===== src/sv/uv_sphere_index_generator_unit_defines.svh =====
// Assertion macros shared by the sphere index generator RTL.
`ifndef UV_SPHERE_INDEX_GENERATOR_UNIT_DEFINES_SVH
`define UV_SPHERE_INDEX_GENERATOR_UNIT_DEFINES_SVH

// Same-cycle implication, disabled while reset is asserted.
`define UVS_ASSERT_NOW(label, clk, rst_n, ante, cons) \
    label: assert property (@(posedge clk) disable iff (!(rst_n)) (ante) |-> (cons)) \
        else $error("uvs assertion failed");

// Next-cycle implication, disabled while reset is asserted.
`define UVS_ASSERT_NEXT(label, clk, rst_n, ante, cons) \
    label: assert property (@(posedge clk) disable iff (!(rst_n)) (ante) |=> (cons)) \
        else $error("uvs assertion failed");

`endif


===== src/sv/uvs_pkg.sv =====
// Constants and codes for the UV sphere index generator.
package uvs_pkg;

    localparam int INDEX_WIDTH = 16;
    localparam int VERTEX_WIDTH = 16;
    localparam int TRI_WIDTH = 17;
    localparam int COUNT_WIDTH = 8;
    localparam int CFG_INDEX_WIDTH = 2;
    localparam int PHASE_WIDTH = 2;

    localparam logic [PHASE_WIDTH-1:0] PH_TOP = 2'd0;
    localparam logic [PHASE_WIDTH-1:0] PH_MID_A = 2'd1;
    localparam logic [PHASE_WIDTH-1:0] PH_MID_B = 2'd2;
    localparam logic [PHASE_WIDTH-1:0] PH_BOT = 2'd3;

    localparam logic [CFG_INDEX_WIDTH-1:0] CFG_SLICE_COUNT = 2'd0;
    localparam logic [CFG_INDEX_WIDTH-1:0] CFG_STACK_COUNT = 2'd1;

    localparam logic [COUNT_WIDTH-1:0] SLICE_MIN = 8'd3;
    localparam logic [COUNT_WIDTH-1:0] STACK_MIN = 8'd2;
    localparam logic [COUNT_WIDTH-1:0] SLICE_RESET = 8'd8;
    localparam logic [COUNT_WIDTH-1:0] STACK_RESET = 8'd8;

endpackage


===== src/sv/uv_sphere_index_generator_unit.sv =====
// UV sphere index generator: emits one triangle of the sphere mesh per accepted word.
//
// Input channel: i_in_valid / o_in_stall carries one word with i_restart. Each
// accepted word produces exactly one triangle; i_restart high makes it triangle 0.
// Output channel: o_out_valid / i_out_stall carries the three vertex indices,
// the triangle number and a flag on the final triangle of the sphere.
// The output is registered: the triangle for an accepted word is on the output
// in the next cycle. Throughput is one triangle per cycle unless the receiver stalls;
// the state update (counters plus a few 16-bit adders) closes in the same cycle.
// When the receiver stalls, the output register holds its word and o_in_stall
// rises only while that register is full, so a word is taken in the same cycle
// the previous one leaves.
// Configuration: i_cfg_valid / o_cfg_ready, index 0 is slice_count (3..255),
// index 1 is stack_count (2..255); low values are clamped up. A write to either
// index also returns the sequence to triangle 0. Other indices are ignored.
// Reset (synchronous, active low) sets both counts to 8, restarts the sequence
// and empties the output register.
`include "uv_sphere_index_generator_unit_defines.svh"

module uv_sphere_index_generator_unit (
    input  logic                                   i_clk,
    input  logic                                   i_rst_n,
    input  logic                                   i_in_valid,
    output logic                                   o_in_stall,
    input  logic                                   i_restart,
    output logic                                   o_out_valid,
    input  logic                                   i_out_stall,
    output logic [uvs_pkg::VERTEX_WIDTH-1:0]       o_vertex_a,
    output logic [uvs_pkg::VERTEX_WIDTH-1:0]       o_vertex_b,
    output logic [uvs_pkg::VERTEX_WIDTH-1:0]       o_vertex_c,
    output logic [uvs_pkg::TRI_WIDTH-1:0]          o_triangle_number,
    output logic                                   o_last_triangle,
    input  logic                                   i_cfg_valid,
    output logic                                   o_cfg_ready,
    input  logic [uvs_pkg::CFG_INDEX_WIDTH-1:0]    i_cfg_index,
    input  logic [uvs_pkg::COUNT_WIDTH-1:0]        i_cfg_data
);

    localparam int IW = uvs_pkg::INDEX_WIDTH;
    localparam int CW = uvs_pkg::COUNT_WIDTH;
    localparam int PW = uvs_pkg::PHASE_WIDTH;
    localparam int TW = uvs_pkg::TRI_WIDTH;
    localparam int VW = uvs_pkg::VERTEX_WIDTH;

    // Configuration
    logic [CW-1:0] r_slice_cnt;
    logic [CW-1:0] r_stack_cnt;

    // Sequence state
    logic [PW-1:0] r_phase, n_phase;
    logic [CW-1:0] r_slice_pos, n_slice_pos;
    logic [CW-1:0] r_band_pos, n_band_pos;
    logic [IW-1:0] r_ring_base, n_ring_base;
    logic [TW-1:0] r_tri_cnt, n_tri_cnt;

    // Output register
    logic          r_out_valid;
    logic [IW-1:0] r_vtx_a, n_vtx_a;
    logic [IW-1:0] r_vtx_b, n_vtx_b;
    logic [IW-1:0] r_vtx_c, n_vtx_c;
    logic [TW-1:0] r_tri_num;
    logic          r_last, n_last;

    logic          in_fire;
    logic          cfg_fire;
    logic [PW-1:0] cur_phase;
    logic [CW-1:0] cur_slice;
    logic [CW-1:0] cur_band;
    logic [IW-1:0] cur_base;
    logic [TW-1:0] cur_tri;
    logic          at_end;
    logic [IW-1:0] slice_ext;
    logic [IW-1:0] count_ext;
    logic [IW-1:0] base_s;
    logic [IW-1:0] base_s_up;
    logic [IW-1:0] wrap_next;
    logic [IW-1:0] base_dn;
    logic [IW-1:0] base_dn_s;
    logic [CW-1:0] band_inc;
    logic          band_done;
    logic [2*CW-1:0] pole_prod;
    logic [IW-1:0] pole;
    logic [CW-1:0] cfg_clamped_slice;
    logic [CW-1:0] cfg_clamped_stack;

    assign o_cfg_ready = 1'b1;
    assign cfg_fire    = i_cfg_valid;
    assign o_in_stall  = r_out_valid & i_out_stall;
    assign in_fire     = i_in_valid & ~o_in_stall;

    // A restart word is computed from the reset values of the sequence state.
    assign cur_phase = i_restart ? uvs_pkg::PH_TOP : r_phase;
    assign cur_slice = i_restart ? '0 : r_slice_pos;
    assign cur_band  = i_restart ? '0 : r_band_pos;
    assign cur_base  = i_restart ? IW'(1) : r_ring_base;
    assign cur_tri   = i_restart ? '0 : r_tri_cnt;

    assign at_end    = (cur_slice == (r_slice_cnt - CW'(1)));
    assign slice_ext = IW'(cur_slice);
    assign count_ext = IW'(r_slice_cnt);
    assign base_s    = cur_base + slice_ext;
    assign base_s_up = base_s + count_ext;
    assign wrap_next = at_end ? cur_base : (base_s + IW'(1));
    assign base_dn   = cur_base - count_ext;
    assign base_dn_s = base_dn + slice_ext;

    assign band_inc  = cur_band + CW'(1);
    assign band_done = (band_inc >= (r_stack_cnt - CW'(2)));

    // Bottom pole vertex: 1 + (stack_count - 1) * slice_count.
    assign pole_prod = (2*CW)'(r_stack_cnt - CW'(1)) * (2*CW)'(r_slice_cnt);
    assign pole      = IW'(pole_prod) + IW'(1);

    always_comb begin
        n_last = 1'b0;
        case (cur_phase)
            uvs_pkg::PH_TOP: begin
                n_vtx_a = '0;
                n_vtx_b = slice_ext + IW'(1);
                n_vtx_c = at_end ? IW'(1) : (slice_ext + IW'(2));
            end
            uvs_pkg::PH_MID_A: begin
                n_vtx_a = base_s;
                n_vtx_b = base_s_up;
                n_vtx_c = wrap_next;
            end
            uvs_pkg::PH_MID_B: begin
                n_vtx_a = wrap_next;
                n_vtx_b = base_s_up;
                n_vtx_c = wrap_next + count_ext;
            end
            default: begin
                n_vtx_a = cur_base;
                n_vtx_b = base_dn_s;
                n_vtx_c = at_end ? base_dn : (base_dn_s + IW'(1));
                n_last  = at_end;
            end
        endcase
    end

    always_comb begin
        n_tri_cnt   = cur_tri + TW'(1);
        n_phase     = cur_phase;
        n_slice_pos = cur_slice;
        n_band_pos  = cur_band;
        n_ring_base = cur_base;
        case (cur_phase)
            uvs_pkg::PH_TOP: begin
                if (at_end) begin
                    n_slice_pos = '0;
                    n_band_pos  = '0;
                    if (r_stack_cnt > CW'(2)) begin
                        n_phase     = uvs_pkg::PH_MID_A;
                        n_ring_base = IW'(1);
                    end else begin
                        n_phase     = uvs_pkg::PH_BOT;
                        n_ring_base = pole;
                    end
                end else begin
                    n_slice_pos = cur_slice + CW'(1);
                end
            end
            uvs_pkg::PH_MID_A: begin
                n_phase = uvs_pkg::PH_MID_B;
            end
            uvs_pkg::PH_MID_B: begin
                if (at_end) begin
                    n_slice_pos = '0;
                    n_band_pos  = band_inc;
                    if (band_done) begin
                        n_phase     = uvs_pkg::PH_BOT;
                        n_ring_base = pole;
                    end else begin
                        n_phase     = uvs_pkg::PH_MID_A;
                        n_ring_base = cur_base + count_ext;
                    end
                end else begin
                    n_phase     = uvs_pkg::PH_MID_A;
                    n_slice_pos = cur_slice + CW'(1);
                end
            end
            default: begin
                if (at_end) begin
                    n_phase     = uvs_pkg::PH_TOP;
                    n_slice_pos = '0;
                    n_band_pos  = '0;
                    n_ring_base = IW'(1);
                    n_tri_cnt   = '0;
                end else begin
                    n_slice_pos = cur_slice + CW'(1);
                end
            end
        endcase
    end

    assign cfg_clamped_slice = (i_cfg_data < uvs_pkg::SLICE_MIN) ? uvs_pkg::SLICE_MIN
                                                                 : i_cfg_data;
    assign cfg_clamped_stack = (i_cfg_data < uvs_pkg::STACK_MIN) ? uvs_pkg::STACK_MIN
                                                                 : i_cfg_data;

    always_ff @(posedge i_clk) begin
        if (!i_rst_n) begin
            r_slice_cnt <= uvs_pkg::SLICE_RESET;
            r_stack_cnt <= uvs_pkg::STACK_RESET;
            r_phase     <= uvs_pkg::PH_TOP;
            r_slice_pos <= '0;
            r_band_pos  <= '0;
            r_ring_base <= IW'(1);
            r_tri_cnt   <= '0;
        end else if (cfg_fire) begin
            case (i_cfg_index)
                uvs_pkg::CFG_SLICE_COUNT: begin
                    r_slice_cnt <= cfg_clamped_slice;
                    r_phase     <= uvs_pkg::PH_TOP;
                    r_slice_pos <= '0;
                    r_band_pos  <= '0;
                    r_ring_base <= IW'(1);
                    r_tri_cnt   <= '0;
                end
                uvs_pkg::CFG_STACK_COUNT: begin
                    r_stack_cnt <= cfg_clamped_stack;
                    r_phase     <= uvs_pkg::PH_TOP;
                    r_slice_pos <= '0;
                    r_band_pos  <= '0;
                    r_ring_base <= IW'(1);
                    r_tri_cnt   <= '0;
                end
                default: begin
                end
            endcase
        end else if (in_fire) begin
            r_phase     <= n_phase;
            r_slice_pos <= n_slice_pos;
            r_band_pos  <= n_band_pos;
            r_ring_base <= n_ring_base;
            r_tri_cnt   <= n_tri_cnt;
        end
    end

    always_ff @(posedge i_clk) begin
        if (!i_rst_n) begin
            r_out_valid <= 1'b0;
        end else if (in_fire) begin
            r_out_valid <= 1'b1;
        end else if (!i_out_stall) begin
            r_out_valid <= 1'b0;
        end
    end

    always_ff @(posedge i_clk) begin
        if (in_fire) begin
            r_vtx_a   <= n_vtx_a;
            r_vtx_b   <= n_vtx_b;
            r_vtx_c   <= n_vtx_c;
            r_tri_num <= cur_tri;
            r_last    <= n_last;
        end
    end

    assign o_out_valid       = r_out_valid;
    assign o_vertex_a        = r_vtx_a[VW-1:0];
    assign o_vertex_b        = r_vtx_b[VW-1:0];
    assign o_vertex_c        = r_vtx_c[VW-1:0];
    assign o_triangle_number = r_tri_num;
    assign o_last_triangle   = r_last;

    `UVS_ASSERT_NEXT(a_last_wraps, i_clk, i_rst_n, in_fire && !cfg_fire && n_last, (r_phase == uvs_pkg::PH_TOP) && (r_tri_cnt == '0))
    `UVS_ASSERT_NEXT(a_cfg_restarts, i_clk, i_rst_n, cfg_fire && ((i_cfg_index == uvs_pkg::CFG_SLICE_COUNT) || (i_cfg_index == uvs_pkg::CFG_STACK_COUNT)), (r_phase == uvs_pkg::PH_TOP) && (r_tri_cnt == '0))
    `UVS_ASSERT_NOW(a_slice_in_ring, i_clk, i_rst_n, 1'b1, r_slice_pos < r_slice_cnt)
    `UVS_ASSERT_NOW(a_bands_need_stacks, i_clk, i_rst_n, (r_phase == uvs_pkg::PH_MID_A) || (r_phase == uvs_pkg::PH_MID_B), r_stack_cnt > CW'(2))

endmodule

===== config.mk =====
export PLATFORM = sky130hd
export DESIGN_NAME = uv_sphere_index_generator_unit
export DESIGN_NICKNAME = d
export VERILOG_FILES = /design/src/sv/uvs_pkg.sv /design/src/sv/uv_sphere_index_generator_unit.sv
export VERILOG_INCLUDE_DIRS = /design/src /design/src/sv
export SDC_FILE = /design/constraint.sdc
export NUM_CORES = 1
export LEC_CHECK = 0
export ABC_AREA = 1
export ABC_CLOCK_PERIOD_IN_PS = 7000
export BUFFER_PORTS_ARGS = -buffer_cell sky130_fd_sc_hd__buf_2
export CAP_MARGIN = 40
export CORE_UTILIZATION = 30
export DETAILED_ROUTE_END_ITERATION = 8
export GPL_ROUTABILITY_DRIVEN = 0
export PLACE_DENSITY = 0.44
export SKIP_CTS_REPAIR_TIMING = 1
export SLEW_MARGIN = 10
export SYNTH_ARGS = -nofsm -noshare
export SYNTH_HDL_FRONTEND = slang
export SYNTH_SLANG_ARGS = --single-unit

===== constraint.sdc =====
create_clock -name i_clk -period 7 [get_ports i_clk]
set_input_delay 0.35 -clock i_clk [delete_from_list [all_inputs] [get_ports i_clk]]
set_output_delay 0.35 -clock i_clk [all_outputs]
set_load 0.1 [all_outputs]

==> results.md <==
- For this run, the share of the core covered by cells in the final layout is 0.340.
- The area of the core is approximately 50000 µm².
- The CTS sink count is about 130.
- Clock latency on the worst-skew pair, taken at its later pin, is 510 ps.
- Port buffering added 83 buffers.
- For this run, the number of standard cells in the final layout without fillers is 2974.
- The DRC violations left is 0.
- The slowest stage of the critical path belongs to the cell sky130_fd_sc_hd__fa_1.
- Detailed placement finished with a half-perimeter wire length of ~44 mm.
- The most used flip-flop cell after synthesis is sky130_fd_sc_hd__dfxtp_1.
- The first global-routing pass estimated 85.6 mm of wire.
- The residual overflow from global routing is 0.
- In this run the core area contains 81 standard-cell rows.
- The total of endpoints with negative setup slack in the final report is 0.
- From synthesis to final layout, the design area changed by 11.7%.
- The first routing iteration left ~1100 violations.
- 85 I/O pins were placed.
- The summed negative setup slack over all endpoints is 0 ps.
- The fraction of layout cells with a size suffix above 1 is 0.0961.
- The maximum level of the CTS H-tree is 4.
- Timing would allow up to 0.169 GHz.
- The share of the clock period used by the worst path is 0.848.
- Clock-pin slew was measured on the worst setup and hold paths at 70 ps.
- The final instance area is about 17000 µm².
- The average wire per cell in the routed design is 18.7 µm.
- In the global route stage, overall resource usage came out at 0.225.
- Summing every instance area after synthesis gives about 15000 µm².
- The peak fanout along the critical path is 5.
- The final antenna-violating net count is 0.
- The worst setup path is captured at a register.
- The worst setup path is launched from a register.
- The synthesized area divided by synthesized cell count is around 6.7 µm².
- The most numerous cell on the critical path is sky130_fd_sc_hd__nand2_1.
- Once placement finished, the instance area stood at roughly 16000 µm².
- The worst pin sits at a relative slew slack of 0.445.
- The maximum number of pins on one net before global-route repair is 68.
- The via count of the first global-routing pass came to 14900.
- The routed wire length is about 56 mm.
- For the pin with the worst max-slew slack, the measured transition is approximately 830 ps.
- Yosys mapped the design onto 63 distinct sky130hd cell types.
- The cell at the root of the clock tree is sky130_fd_sc_hd__clkbuf_16.
- The final period demand of the worst path is 5930 ps.
- The floorplan step set the die height to 225 µm.
- In this run, synthesis inferred 66 flip-flops with an integrated enable.
- The number of filler cells placed in the layout is 5381.
- In the final design database the tool counted 2480 nets.
- The signal arrival time at the worst endpoint is 6280 ps.
- Setup repair after global routing left no endpoint under its margin.
- The flow ran to the end, and the final reports show no timing, DRC or antenna violations.
- The tightest min-delay check is of the input port to register type.
- The total via count after detailed routing is 15100.
- In the synthesized netlist the async set-or-reset flop fraction comes to 0.
- The number of diodes added for antenna fixing is 0.
- The max-slew violation count came to 0.
- Power comes to ~2.4 mW.
- The number of nets produced by synthesis is 2420.
- The setup path with the least slack is of type register to register.
- The total power divided by cell area is about 150 nW/µm².
- The clock passes through at most 2 buffers.
- The detailed-router iteration count before antenna repair is 5.
- The average vias per placed instance is between 5 and 6.
- The sequential share of the synthesized area is 0.224.
- For the worst setup path, the data required time is about 7400 ps.
- The die area is slightly above 50000 µm².
- Across the run, the number of max-cap violations was 0.
- The leakage power total is a little under 8 nW.
- The maximum resistive drop on vdd is 0.191 mV.
- The count of endpoints failing hold in the final timing report came to 0.
- The number of synthesis warnings is 0.
- The delay contributed by the slowest stage of the critical path is between 500 and 600 ps.
- In this run, synthesis produced a sequential element count of 134.
- The number of antenna violations at the first check in global routing is 0.
- The number of cells produced by synthesis is approximately 2200.
- TritonCTS built the clock tree.
- Clock skew on the completed layout was measured at 19.2 ps.
- The width of the die is about 230 µm.
- The number of CTS-inserted buffers is 17.
- The initial core utilization is 0.304.
- Including well taps, the total number of placed cells is 2941.
## synth_stat cells (all sizes together), types with 10 or more instances
master    n  area (µm²)
o21ai   126         642
ha      107        1340
edfxtp   66        1980
clkbuf   41         154
inv     370        1390
xor2     41         374
a31oi    10        62.6
fa       60        1200
xnor2    14         123
nor3     25         130
a21oi   150         762
dfxtp    68        1360
nand4    28         175
nand3   155         803
nand2   574        2230
o211ai   30         225
o22ai    12        81.3
buf      28         186
nor2    229         917
o221ai   29         254
or2      10        62.6
## report_power, final
| group | total (mW) | switching [mW] | internal (mW) |
|---|---|---|---|
| Sequential | 0.857 | 0.0116 | 0.845 |
| Combinational | 0.634 | 0.474 | 0.161 |
| Clock | 0.953 | 0.427 | 0.526 |
| Total | 2.44 | 0.912 | 1.53 |
## through the flow
stage          setup WS (ps)  hold slack (ps)
2_1_floorplan           1260              443
3_5_place_dp            1130              455
6_report                1070              126
5_1_grt                  603              141
3_3_place_gp            1210              452
4_1_cts                 1100             92.5
## worst paths after layout
kind,startpoint,end,slack [ps],cells after the start
max,r_stack_cnt[1],r_ring_base[12],1070,28
min,i_out_stall,o_out_valid,130,3
max reg2reg,r_stack_cnt[1],r_ring_base[12],1070,28
min reg2reg,r_phase[1],r_phase[1],460,2
## metal layers
metal | part of all wire | GRT usage | vias to the layer above | routed length, µm
li1 | - | - | 7431 | -
met1 | 0.44 | 0.288 | 7166 | 24600
met2 | 0.48 | 0.382 | 416 | 26600
met3 | 0.047 | 0.0318 | 72 | 2600
met4 | 0.031 | 0.0869 | 0 | 1720
met5 | 0 | 0 | - | 0
## registers in the layout, summed over array words and instances (netlist names)
| name | cells |
|---|---|
| r_stack_cnt | 8 |
| o_vertex_a | 16 |
| o_out_valid | 1 |
| o_vertex_c | 16 |
| r_slice_cnt | 8 |
| o_last_triangle | 1 |
| r_ring_base | 16 |
| o_vertex_b | 16 |
| r_band_pos | 8 |
| r_tri_cnt | 17 |
| r_slice_pos | 8 |
| r_phase | 2 |
| o_triangle_number | 17 |
## worst max-delay path: cells and delay by family, from the launching register on
kind                       cells  cell delay (ps)
DFF                            1              370
and+or+nand+nor               10              990
buffers and inverters          5              500
adders and majority gates      6             2550
xor gates and xnor gates       2              630
AOI/OAI and AO/OA              5              730
## layout by cell type (no fill, tap or decap), types with 6 or more instances in the layout
master,Yosys,final
sky130_fd_sc_hd__nand2_1,555,555
sky130_fd_sc_hd__inv_1,353,353
sky130_fd_sc_hd__nor2_1,210,209
sky130_fd_sc_hd__nand3_1,151,151
sky130_fd_sc_hd__a21oi_1,147,147
sky130_fd_sc_hd__ha_1,107,107
sky130_fd_sc_hd__o21ai_0,105,105
sky130_fd_sc_hd__buf_2,16,83
sky130_fd_sc_hd__dfxtp_1,68,68
sky130_fd_sc_hd__edfxtp_1,66,66
sky130_fd_sc_hd__fa_1,60,60
sky130_fd_sc_hd__xor2_1,39,39
sky130_fd_sc_hd__o211ai_1,30,30
sky130_fd_sc_hd__o221ai_1,29,29
sky130_fd_sc_hd__nand4_1,28,28
sky130_fd_sc_hd__nor3_1,24,24
sky130_fd_sc_hd__buf_4,9,23
sky130_fd_sc_hd__o21ai_1,18,18
sky130_fd_sc_hd__inv_2,17,17
sky130_fd_sc_hd__nor2_2,17,17
sky130_fd_sc_hd__clkbuf_16,0,17
sky130_fd_sc_hd__nand2_2,15,15
sky130_fd_sc_hd__xnor2_1,14,14
sky130_fd_sc_hd__o22ai_1,11,11
sky130_fd_sc_hd__a31oi_1,10,10
sky130_fd_sc_hd__or2_2,9,9
sky130_fd_sc_hd__o2111ai_1,7,7
sky130_fd_sc_hd__a22oi_1,7,7
sky130_fd_sc_hd__clkinv_1,5,6
sky130_fd_sc_hd__a211oi_1,6,6
## cells by family (layout without fill, tap and decap cells)
kind of cell / Yosys count / after routing / share of synthesized area
AOI/OAI and AO/OA: 397 / 397 / 0.158
xor gates and xnor gates: 55 / 55 / 0.0333
adders and majority gates: 167 / 167 / 0.170
buffers and inverters: 446 / 519 / 0.118
DFF: 134 / 134 / 0.224
other: 1 / 1 / 0.000251
and+or+nand+nor: 1037 / 1037 / 0.297
## layout make-up
type | count | area, µm² | share of cell area
Clock inverter | 14 | 150 | 0.00900
Sequential cell | 134 | 3340 | 0.200
Timing Repair Buffer | 110 | 673 | 0.0404
Multi-Input combinational cell | 1657 | 9830 | 0.590
Inverter | 377 | 1420 | 0.0850
Clock buffer | 18 | 429 | 0.0257
Tap cell | 664 | 831 | 0.0498
No activity file was read; power rests on OpenSTA's default activity.
